$ cat config.mk
export PLATFORM = sky130hd
export DESIGN_NAME = lossy_predictive_audio_encoder_top
export DESIGN_NICKNAME = d
export VERILOG_FILES = /design/src/rtl/lpae_pkg.sv /design/src/rtl/lpae_fifo.sv /design/src/rtl/lpae_front.sv /design/src/rtl/lpae_back.sv /design/src/rtl/lossy_predictive_audio_encoder_top.sv
export SDC_FILE = /design/constraint.sdc
export NUM_CORES = 2
export LEC_CHECK = 0
export BUFFER_PORTS_ARGS = -buffer_cell sky130_fd_sc_hd__buf_2
export CAP_MARGIN = 5
export CORE_ASPECT_RATIO = 0.8
export CORE_MARGIN = 2
export CORE_UTILIZATION = 25
export DETAILED_ROUTE_END_ITERATION = 12
export PLACE_DENSITY = 0.49
export REMOVE_ABC_BUFFERS = 1
export SLEW_MARGIN = 20
export SYNTH_ARGS = -nofsm -noshare
export SYNTH_HDL_FRONTEND = slang
export SYNTH_SLANG_ARGS = --single-unit
$ cat constraint.sdc
create_clock -name clk -period 33.2 [get_ports clk]
set_clock_uncertainty 0.2 [all_clocks]
set_input_delay 6.64 -clock clk [delete_from_list [all_inputs] [get_ports clk]]
set_output_delay 6.64 -clock clk [all_outputs]
set_load 0.05 [all_outputs]
$ cat src/rtl/lpae_pkg.sv
`timescale 1ns / 1ps
// Shared types, widths and codes for the stereo DPCM encoder.
// No dependencies; lpae_front, lpae_back and the top level import this package.
package lpae_pkg;

	// Field widths
	localparam int SAMPLE_BITS = 16;
	localparam int RES_BITS    = 20;
	localparam int HIST_BITS   = 20;
	localparam int SHIFT_BITS  = 4;
	localparam int MODE_BITS   = 2;
	localparam int CHAN_BITS   = SAMPLE_BITS + 1;  // mid/side need one extra bit
	localparam int CALC_BITS   = 40;               // holds pred, diff and r << 15

	// Queue depths
	localparam int LPAE_QUEUE_DEPTH  = 2;
	localparam int LPAE_RESULT_DEPTH = 2;

	// Configuration port
	localparam int ADDR_BITS = 3;
	localparam int DATA_BITS = 32;
	localparam logic REG_MODE  = 1'b0;
	localparam logic REG_SHIFT = 1'b1;

	// Coding modes (the unused code behaves as first order)
	localparam logic [MODE_BITS-1:0] MODE_FIRST   = 2'd0;
	localparam logic [MODE_BITS-1:0] MODE_POLY    = 2'd1;
	localparam logic [MODE_BITS-1:0] MODE_MIDSIDE = 2'd2;

	typedef struct packed {
		logic signed [SAMPLE_BITS-1:0] left_sample;
		logic signed [SAMPLE_BITS-1:0] right_sample;
		logic                          restart;
	} in_item_t;

	typedef struct packed {
		logic signed [RES_BITS-1:0] residual_a;
		logic signed [RES_BITS-1:0] residual_b;
	} result_t;

	// Classified item handed from front to back
	typedef struct packed {
		logic                        poly;
		logic                        restart;
		logic signed [CHAN_BITS-1:0] chan_a;
		logic signed [CHAN_BITS-1:0] chan_b;
	} queue_entry_t;

endpackage

$ cat src/rtl/lpae_fifo.sv
`timescale 1ns / 1ps
// Small register-based FIFO used between front and back and on the result side.
// Depends on nothing; generic width and depth (depth at least 2).
module lpae_fifo #(
	parameter int WIDTH = 8,
	parameter int DEPTH = 2
) (
	input  logic             clk,
	input  logic             arst_n,
	input  logic             wr_en,
	input  logic [WIDTH-1:0] wr_data,
	output logic             full,
	input  logic             rd_en,
	output logic [WIDTH-1:0] rd_data,
	output logic             empty
);

	localparam int PTR_W = $clog2(DEPTH);
	localparam int CNT_W = $clog2(DEPTH + 1);

	logic [WIDTH-1:0] mem_q [DEPTH];
	logic [PTR_W-1:0] wr_ptr_q, rd_ptr_q;
	logic [CNT_W-1:0] count_q;
	logic             do_wr, do_rd;

	assign full    = (count_q == CNT_W'(DEPTH));
	assign empty   = (count_q == '0);
	assign do_wr   = wr_en && !full;
	assign do_rd   = rd_en && !empty;
	assign rd_data = mem_q[rd_ptr_q];

	// Storage, no reset needed
	always_ff @(posedge clk) begin
		if (do_wr) begin
			mem_q[wr_ptr_q] <= wr_data;
		end
	end

	// Pointers and occupancy
	always_ff @(posedge clk or negedge arst_n) begin
		if (!arst_n) begin
			wr_ptr_q <= '0;
			rd_ptr_q <= '0;
			count_q  <= '0;
		end else begin
			if (do_wr) begin
				wr_ptr_q <= (wr_ptr_q == PTR_W'(DEPTH - 1)) ? '0 : wr_ptr_q + 1'b1;
			end
			if (do_rd) begin
				rd_ptr_q <= (rd_ptr_q == PTR_W'(DEPTH - 1)) ? '0 : rd_ptr_q + 1'b1;
			end
			if (do_wr && !do_rd) begin
				count_q <= count_q + 1'b1;
			end else if (do_rd && !do_wr) begin
				count_q <= count_q - 1'b1;
			end
		end
	end

	a_count_bound: assert property (@(posedge clk) disable iff (!arst_n)
		count_q <= CNT_W'(DEPTH))
		else $error("fifo occupancy above depth");

	a_count_up: assert property (@(posedge clk) disable iff (!arst_n)
		do_wr && !do_rd |=> count_q == CNT_W'($past(count_q) + 1'b1))
		else $error("fifo count did not advance on write");

	a_count_down: assert property (@(posedge clk) disable iff (!arst_n)
		do_rd && !do_wr |=> count_q == CNT_W'($past(count_q) - 1'b1))
		else $error("fifo count did not drop on read");

endmodule

$ cat src/rtl/lpae_front.sv
`timescale 1ns / 1ps
// Front end: accepts input transactions and classifies them for the back end
// (mid/side split, predictor select). Depends on lpae_pkg.
module lpae_front import lpae_pkg::*; (
	input  logic                 push,
	input  in_item_t             item,
	input  logic [MODE_BITS-1:0] mode,
	input  logic                 q_full,
	output logic                 q_wr,
	output queue_entry_t         q_entry
);

	logic signed [CHAN_BITS-1:0] left_x, right_x, sum, mid, side;

	assign q_wr = push && !q_full;

	// Sign-extend, then mid = (l+r)/2 toward zero, side = l-r
	always_comb begin
		left_x  = CHAN_BITS'(item.left_sample);
		right_x = CHAN_BITS'(item.right_sample);
		sum     = left_x + right_x;
		mid     = (sum + $signed(CHAN_BITS'(sum[CHAN_BITS-1]))) >>> 1;
		side    = left_x - right_x;

		q_entry.poly    = (mode == MODE_POLY);
		q_entry.restart = item.restart;
		if (mode == MODE_MIDSIDE) begin
			q_entry.chan_a = mid;
			q_entry.chan_b = side;
		end else begin
			q_entry.chan_a = left_x;
			q_entry.chan_b = right_x;
		end
	end

endmodule

$ cat src/rtl/lpae_back.sv
`timescale 1ns / 1ps
// Back end: closed-loop prediction, quantization and reconstruction for both
// channels, one transaction per cycle when the queues allow. Depends on lpae_pkg.
module lpae_back import lpae_pkg::*; (
	input  logic                  clk,
	input  logic                  arst_n,
	input  logic [SHIFT_BITS-1:0] shift,
	input  logic                  q_empty,
	input  queue_entry_t          q_entry,
	output logic                  q_rd,
	input  logic                  out_full,
	output logic                  out_wr,
	output result_t               out_item
);

	typedef struct packed {
		logic signed [RES_BITS-1:0]  res;
		logic signed [HIST_BITS-1:0] rec;
	} chan_out_t;

	localparam logic signed [CALC_BITS-1:0] RES_HI  = CALC_BITS'(2 ** (RES_BITS - 1) - 1);
	localparam logic signed [CALC_BITS-1:0] RES_LO  = -RES_HI - 1;
	localparam logic signed [CALC_BITS-1:0] HIST_HI = CALC_BITS'(2 ** (HIST_BITS - 1) - 1);
	localparam logic signed [CALC_BITS-1:0] HIST_LO = -HIST_HI - 1;

	function automatic logic signed [RES_BITS-1:0] sat_res(
		input logic signed [CALC_BITS-1:0] v);
		if (v > RES_HI) begin
			return RES_BITS'(RES_HI);
		end else if (v < RES_LO) begin
			return RES_BITS'(RES_LO);
		end
		return RES_BITS'(v);
	endfunction

	function automatic logic signed [HIST_BITS-1:0] sat_hist(
		input logic signed [CALC_BITS-1:0] v);
		if (v > HIST_HI) begin
			return HIST_BITS'(HIST_HI);
		end else if (v < HIST_LO) begin
			return HIST_BITS'(HIST_LO);
		end
		return HIST_BITS'(v);
	endfunction

	// One channel: predict, quantize with floor shift, rebuild what a decoder sees
	function automatic chan_out_t code_chan(
		input logic                        poly,
		input logic [1:0]                  wc,
		input logic signed [HIST_BITS-1:0] h0,
		input logic signed [HIST_BITS-1:0] h1,
		input logic signed [HIST_BITS-1:0] h2,
		input logic signed [CHAN_BITS-1:0] x,
		input logic [SHIFT_BITS-1:0]       k);
		logic signed [CALC_BITS-1:0] a, b, c, xx, pred, diff, rx, rec;
		chan_out_t o;
		a  = CALC_BITS'(h0);
		b  = CALC_BITS'(h1);
		c  = CALC_BITS'(h2);
		xx = CALC_BITS'(x);
		if (poly) begin
			case (wc)
				2'd0:    pred = '0;
				2'd1:    pred = a;
				2'd2:    pred = (a <<< 1) - b;
				default: pred = (a <<< 1) + a - ((b <<< 1) + b) + c;
			endcase
			diff = pred - xx;
		end else begin
			pred = a;
			diff = xx - pred;
		end
		o.res = sat_res(diff >>> k);
		rx    = CALC_BITS'(o.res) <<< k;
		rec   = poly ? pred - rx : pred + rx;
		o.rec = sat_hist(rec);
		return o;
	endfunction

	logic signed [HIST_BITS-1:0] hist_a_q [3];
	logic signed [HIST_BITS-1:0] hist_b_q [3];
	logic signed [HIST_BITS-1:0] ha [3];
	logic signed [HIST_BITS-1:0] hb [3];
	logic [1:0]                  wc_q, wc_eff;
	logic                        fire;
	chan_out_t                   ca, cb;

	assign fire   = !q_empty && !out_full;
	assign q_rd   = fire;
	assign out_wr = fire;

	// Restart clears history and warm-up for this transaction
	always_comb begin
		for (int i = 0; i < 3; i++) begin
			ha[i] = q_entry.restart ? '0 : hist_a_q[i];
			hb[i] = q_entry.restart ? '0 : hist_b_q[i];
		end
		wc_eff = q_entry.restart ? 2'd0 : wc_q;
		ca = code_chan(q_entry.poly, wc_eff, ha[0], ha[1], ha[2], q_entry.chan_a, shift);
		cb = code_chan(q_entry.poly, wc_eff, hb[0], hb[1], hb[2], q_entry.chan_b, shift);
		out_item.residual_a = ca.res;
		out_item.residual_b = cb.res;
	end

	// History shift line and saturating warm-up counter
	always_ff @(posedge clk or negedge arst_n) begin
		if (!arst_n) begin
			for (int i = 0; i < 3; i++) begin
				hist_a_q[i] <= '0;
				hist_b_q[i] <= '0;
			end
			wc_q <= '0;
		end else if (fire) begin
			hist_a_q[0] <= ca.rec;
			hist_a_q[1] <= ha[0];
			hist_a_q[2] <= ha[1];
			hist_b_q[0] <= cb.rec;
			hist_b_q[1] <= hb[0];
			hist_b_q[2] <= hb[1];
			wc_q        <= (wc_eff == 2'd3) ? 2'd3 : wc_eff + 2'd1;
		end
	end

	a_restart_warm: assert property (@(posedge clk) disable iff (!arst_n)
		fire && q_entry.restart |=> wc_q == 2'd1)
		else $error("warm-up count not restarted");

	a_warm_sat: assert property (@(posedge clk) disable iff (!arst_n)
		fire && !q_entry.restart && wc_q == 2'd3 |=> wc_q == 2'd3)
		else $error("warm-up count left saturation");

	a_hold_idle: assert property (@(posedge clk) disable iff (!arst_n)
		!fire |=> $stable(wc_q) && $stable(hist_a_q[0]) && $stable(hist_b_q[0]))
		else $error("state changed without a transaction");

endmodule

$ cat src/rtl/lossy_predictive_audio_encoder_top.sv
`timescale 1ns / 1ps
// Top level of the stereo closed-loop DPCM encoder: config registers, front end,
// decoupling queue, back end and result queue. Depends on lpae_pkg and all rtl modules.
//
// Takes one stereo sample pair per cycle while full is low, and returns one pair
// of quantized residuals per pair, in order. Sustained rate is one transaction
// per cycle while results are popped as they arrive; a result is registered in
// the input queue and then in the result queue before it shows on the output
// ports. The rate is set by the back end, which predicts, quantizes and rebuilds
// both channels combinationally, registering history for the next pair. A short
// queue separates the front end from the back end, and a result queue lets
// inputs keep flowing while results wait to be popped. Write mode and shift only
// while no transaction is in flight. There is no clearing pass after reset.
module lossy_predictive_audio_encoder_top import lpae_pkg::*; #(
	parameter int QUEUE_DEPTH  = LPAE_QUEUE_DEPTH,
	parameter int RESULT_DEPTH = LPAE_RESULT_DEPTH
) (
	input  logic                 clk,
	input  logic                 arst_n,
	// input side
	input  logic                 push,
	output logic                 full,
	input  in_item_t             item,
	// result side
	input  logic                 pop,
	output logic                 empty,
	output result_t              result,
	// configuration
	input  logic                 psel,
	input  logic                 penable,
	input  logic                 pwrite,
	input  logic [ADDR_BITS-1:0] paddr,
	input  logic [DATA_BITS-1:0] pwdata,
	output logic [DATA_BITS-1:0] prdata,
	output logic                 pready
);

	logic [MODE_BITS-1:0]  mode_q;
	logic [SHIFT_BITS-1:0] shift_q;
	logic                  cfg_wr;
	logic                  q_wr, q_rd, q_full, q_empty;
	logic                  out_wr, out_full;
	queue_entry_t          q_in, q_out;
	result_t               out_item;

	// Configuration registers
	assign pready = 1'b1;
	assign cfg_wr = psel && penable && pwrite && pready;

	always_ff @(posedge clk or negedge arst_n) begin
		if (!arst_n) begin
			mode_q  <= MODE_FIRST;
			shift_q <= '0;
		end else if (cfg_wr) begin
			case (paddr[2])
				REG_MODE:  mode_q  <= pwdata[MODE_BITS-1:0];
				REG_SHIFT: shift_q <= pwdata[SHIFT_BITS-1:0];
				default:   ;
			endcase
		end
	end

	always_comb begin
		case (paddr[2])
			REG_MODE:  prdata = DATA_BITS'(mode_q);
			REG_SHIFT: prdata = DATA_BITS'(shift_q);
			default:   prdata = '0;
		endcase
	end

	assign full = q_full;

	lpae_front u_front (
		.push    (push),
		.item    (item),
		.mode    (mode_q),
		.q_full  (q_full),
		.q_wr    (q_wr),
		.q_entry (q_in)
	);

	lpae_fifo #(
		.WIDTH ($bits(queue_entry_t)),
		.DEPTH (QUEUE_DEPTH)
	) u_queue (
		.clk     (clk),
		.arst_n  (arst_n),
		.wr_en   (q_wr),
		.wr_data (q_in),
		.full    (q_full),
		.rd_en   (q_rd),
		.rd_data (q_out),
		.empty   (q_empty)
	);

	lpae_back u_back (
		.clk      (clk),
		.arst_n   (arst_n),
		.shift    (shift_q),
		.q_empty  (q_empty),
		.q_entry  (q_out),
		.q_rd     (q_rd),
		.out_full (out_full),
		.out_wr   (out_wr),
		.out_item (out_item)
	);

	lpae_fifo #(
		.WIDTH ($bits(result_t)),
		.DEPTH (RESULT_DEPTH)
	) u_results (
		.clk     (clk),
		.arst_n  (arst_n),
		.wr_en   (out_wr),
		.wr_data (out_item),
		.full    (out_full),
		.rd_en   (pop),
		.rd_data (result),
		.empty   (empty)
	);

endmodule
==> reports/qor.csv <==
stage;metric;value;unit
global_route;GRT Util Overall;18.6;%
yosys;largest family of logic cells by synthesized area;compound AO/OA/AOI/OAI gates;
yosys;Synth Instances;6282;
yosys;FFs w/ async S/R, synth;47.6;%
yosys;most common flop cell mapped by yosys;edfxtp_1;
critical_path;critical path depth in cells;76;
sta;period utilization;66.7;%
yosys;adder and majority gate portion of the synthesized area;11.3;%
drt;DRT Pass-1 Iters;9;
clocking;CTS max path bufs;3;
final_layout;Layout fillers;20500;
clocking;TritonCTS clock tree;done;
clocking;later-pin clock latency in the skew report;0.66;ns
yosys;Ys Warns;0;
sta;max-slew violation count;0;
global_route;GRT Residual Overflow;0;
critical_path;crit-path max FO;66;
sta;relative slew slack;24.9;%
drt;WL final;188000;um
floorplanning;width of the die;492;um
critical_path;Crit path max-delay family;compound AO/OA/AOI/OAI gates;
floorplanning;row cnt;143;
clocking;clock sinks;286;
yosys;Seq/Total Area, Yosys;16.6;%
drt;Detailed Route Iter0 Violations;4928;
drt;via count;48500;
sta;Least-Margin Pin Slew;1.12;ns
critical_path;worst reg-to-reg setup slack;11.07;ns
critical_path;Slowest cell on crit path;dfrtp_4;
yosys;Compound-Gate Fraction of Synth Area;29.9;%
clocking;CTS Buf Count;41;
hold_path;HP Class;flop to flop;
sta;setup TNS;0;ns
clocking;clock-pin transition on the worst setup and hold timing paths;0.06;ns
yosys;Distinct cells, synth;139;
yosys;post-synthesis mux area share;7.42;%
sta;Max Clock Freq;45.2;MHz
clocking;clk root buf;clkbuf_16;
yosys;Synth Area in Simple Gates;20.9;%
critical_path;R2R depth;76;
critical_path;most frequent CP cell;o21a_1;
placed_design;port bufs;90;
clocking;hold_buf cts;0;
yosys;Cell Area, Synth;0.0475;mm2
flow_run;maxcap violations;0;
final_layout;most common cell after layout, fill and taps aside;nand2_1;
final_layout;Area growth, synth to finish;8.60;%
critical_path;Critical Path Start Type;flop;
global_route;initial antenna violation count;3;
floorplanning;core area;0.189;mm2
final_layout;share of cells above drive strength 1;9.78;%
final_layout;most frequent cells in the layout;703 x nand2_1, 485 x o21ai_0, 484 x nor2_1, 457 x a21oi_1, 335 x ha_1;
clocking;post_cts resized;0;
drt;drt via density;5.59;
run_status;status;complete, no violations;
floorplanning;Initial Utilization;25.1;%
floorplanning;die area;0.194;mm2
critical_path;CP arrival;22.40;ns
sta;Final setup viols;0;
critical_path;Setup CP Type;flop to flop;
placed_design;gp weighted congestion;0.958;
yosys;Post-Syn Area per Cell;7.57;um2
hold_path;Hold Path Stages;2;
yosys;Post-Synth XOR/XNOR Area;7.20;%
drt;DRC viols;0;
final_layout;NumNets Final;6563;
global_route;first-pass GRT wire length;284000;um
placed_design;Final HPWL DP;144000;um
clocking;setup repair bufs after CTS;0;
clocking;htree depth;2;
critical_path;Critical Path Sink Type;flop;
yosys;register bit total from synthesis;286;
drt;wire per inst;21.7;um
sta;fin crit period;22.13;ns
floorplanning;I/O pins;150;
global_route;largest net degree at the start of global routing;83;
yosys;EDFF count, synth;150;
critical_path;Critical Path Max Stage Delay;0.87;ns
drt;antenna-violating nets left;0;
sta;RSZ-0062 raised after global routing;no;
critical_path;Worst EP required;33.46;ns
floorplanning;Die Y;394;um
global_route;vias in the first global route;45200;
sta;final hold vios;0;
critical_path;CP Buf/Inv Count;7;
## worst paths after layout
check	from	to
max in group asynchronous	arst_n	u_back.hist_a_q[19]$_DFFE_PN0P_
max reg2reg	u_queue.rd_ptr_q$_DFFE_PN0P_	u_back.hist_a_q[45]$_DFFE_PN0P_
min reg2reg	u_back.hist_b_q[0]$_DFFE_PN0P_	u_back.hist_b_q[0]$_DFFE_PN0P_
min	u_back.hist_b_q[0]$_DFFE_PN0P_	u_back.hist_b_q[0]$_DFFE_PN0P_
min in group asynchronous	arst_n	u_back.hist_b_q[3]$_DFFE_PN0P_
max	u_queue.rd_ptr_q$_DFFE_PN0P_	u_back.hist_a_q[45]$_DFFE_PN0P_
## layout make-up
type	count	area (um2)	area share [%]
Antenna cell	1	2.50	0.00485
Clock buffer	49	1080	2.09
Clock inverter	26	340	0.659
Inverter	328	1240	2.40
Multi-Input combinational cell	5266	36700	71.1
Sequential cell	286	7930	15.4
Tap cell	2537	3170	6.15
Timing Repair Buffer	180	1160	2.26
## layer usage
metal	vias to the layer above	part of all wire, %	track usage [%]
met4	0	3.6	5.87
li1	22800	-	-
met5	-	0	0
met2	1869	43	28.7
met1	23500	46	26.6
met3	305	7.1	2.35
## kinds of logic (layout without fill, tap and decap cells)
kind of cell,after synthesis,after routing
AO/OA/AOI/OAI,2098,2098
XOR/XNOR,388,388
adder cells (fa/ha/maj),401,401
buffers and inverters,757,583
flip-flops,286,286
multiplexers,284,284
other,2,30
AND/OR/NAND/NOR,2066,2066
## cell usage after synthesis (35+ instances only)
cell	count	area, um2
a211oi_1	76	571
a21o_1	116	871
a21oi_1	457	2290
a221oi_1	35	307
a22oi_1	40	300
a31oi_1	74	463
and2_1	85	532
and3_1	59	369
buf_1	67	251
buf_2	46	230
buf_4	38	285
clkbuf_1	263	987
dfrtp_1	136	3400
edfxtp_1	150	4500
fa_1	50	1000
ha_1	335	4190
inv_1	319	1200
mux2_2	132	1490
mux2i_1	105	1050
mux4_2	35	788
nand2_1	703	2640
nand2b_1	95	594
nand3_1	141	706
nand4_1	62	388
nor2_1	488	1830
nor2b_1	73	457
nor3_1	136	681
nor4_1	36	225
o211ai_1	67	503
o21a_1	83	623
o21ai_0	485	2430
o21bai_1	70	526
o221ai_1	39	342
o22ai_1	48	300
o31ai_1	69	518
or3_1	35	219
xnor2_1	271	2370
xor2_1	115	1010
## registers in the layout, summed over array words and instances (netlist names), 2 cells and up
signal,flops
u_results.mem_q,80
u_queue.mem_q,70
u_back.hist_a_q,60
u_back.hist_b_q,60
shift_q,4
mode_q,2
u_back.wc_q,2
u_queue.count_q,2
u_results.count_q,2
## tightest hold or removal path: cells and delay by family (launching register included)
kind | cells | cell delay (ns)
DFF | 1 | 0.33
AOI/OAI and AO/OA | 1 | 0.06
and+or+nand+nor | 1 | 0.04
## through the flow
stage	setup slack [ns]	instance area [um2]	hold slack, ns	std cells	util [%]
finish	11.07	51600	0.273	8673	27.2
global placement	11.35	50200	0.255	8596	26.5
floorplan	5.79	45700	0.242	5880	-
CTS	11.30	51600	0.277	8671	27.2
detailed placement	11.39	50200	0.264	8596	26.5
global route	9.33	51600	0.297	8672	27.2
Power is left out: the tool's default activity adds up to more than one toggle a clock period on the data nets, which glitch-free logic cannot reach.
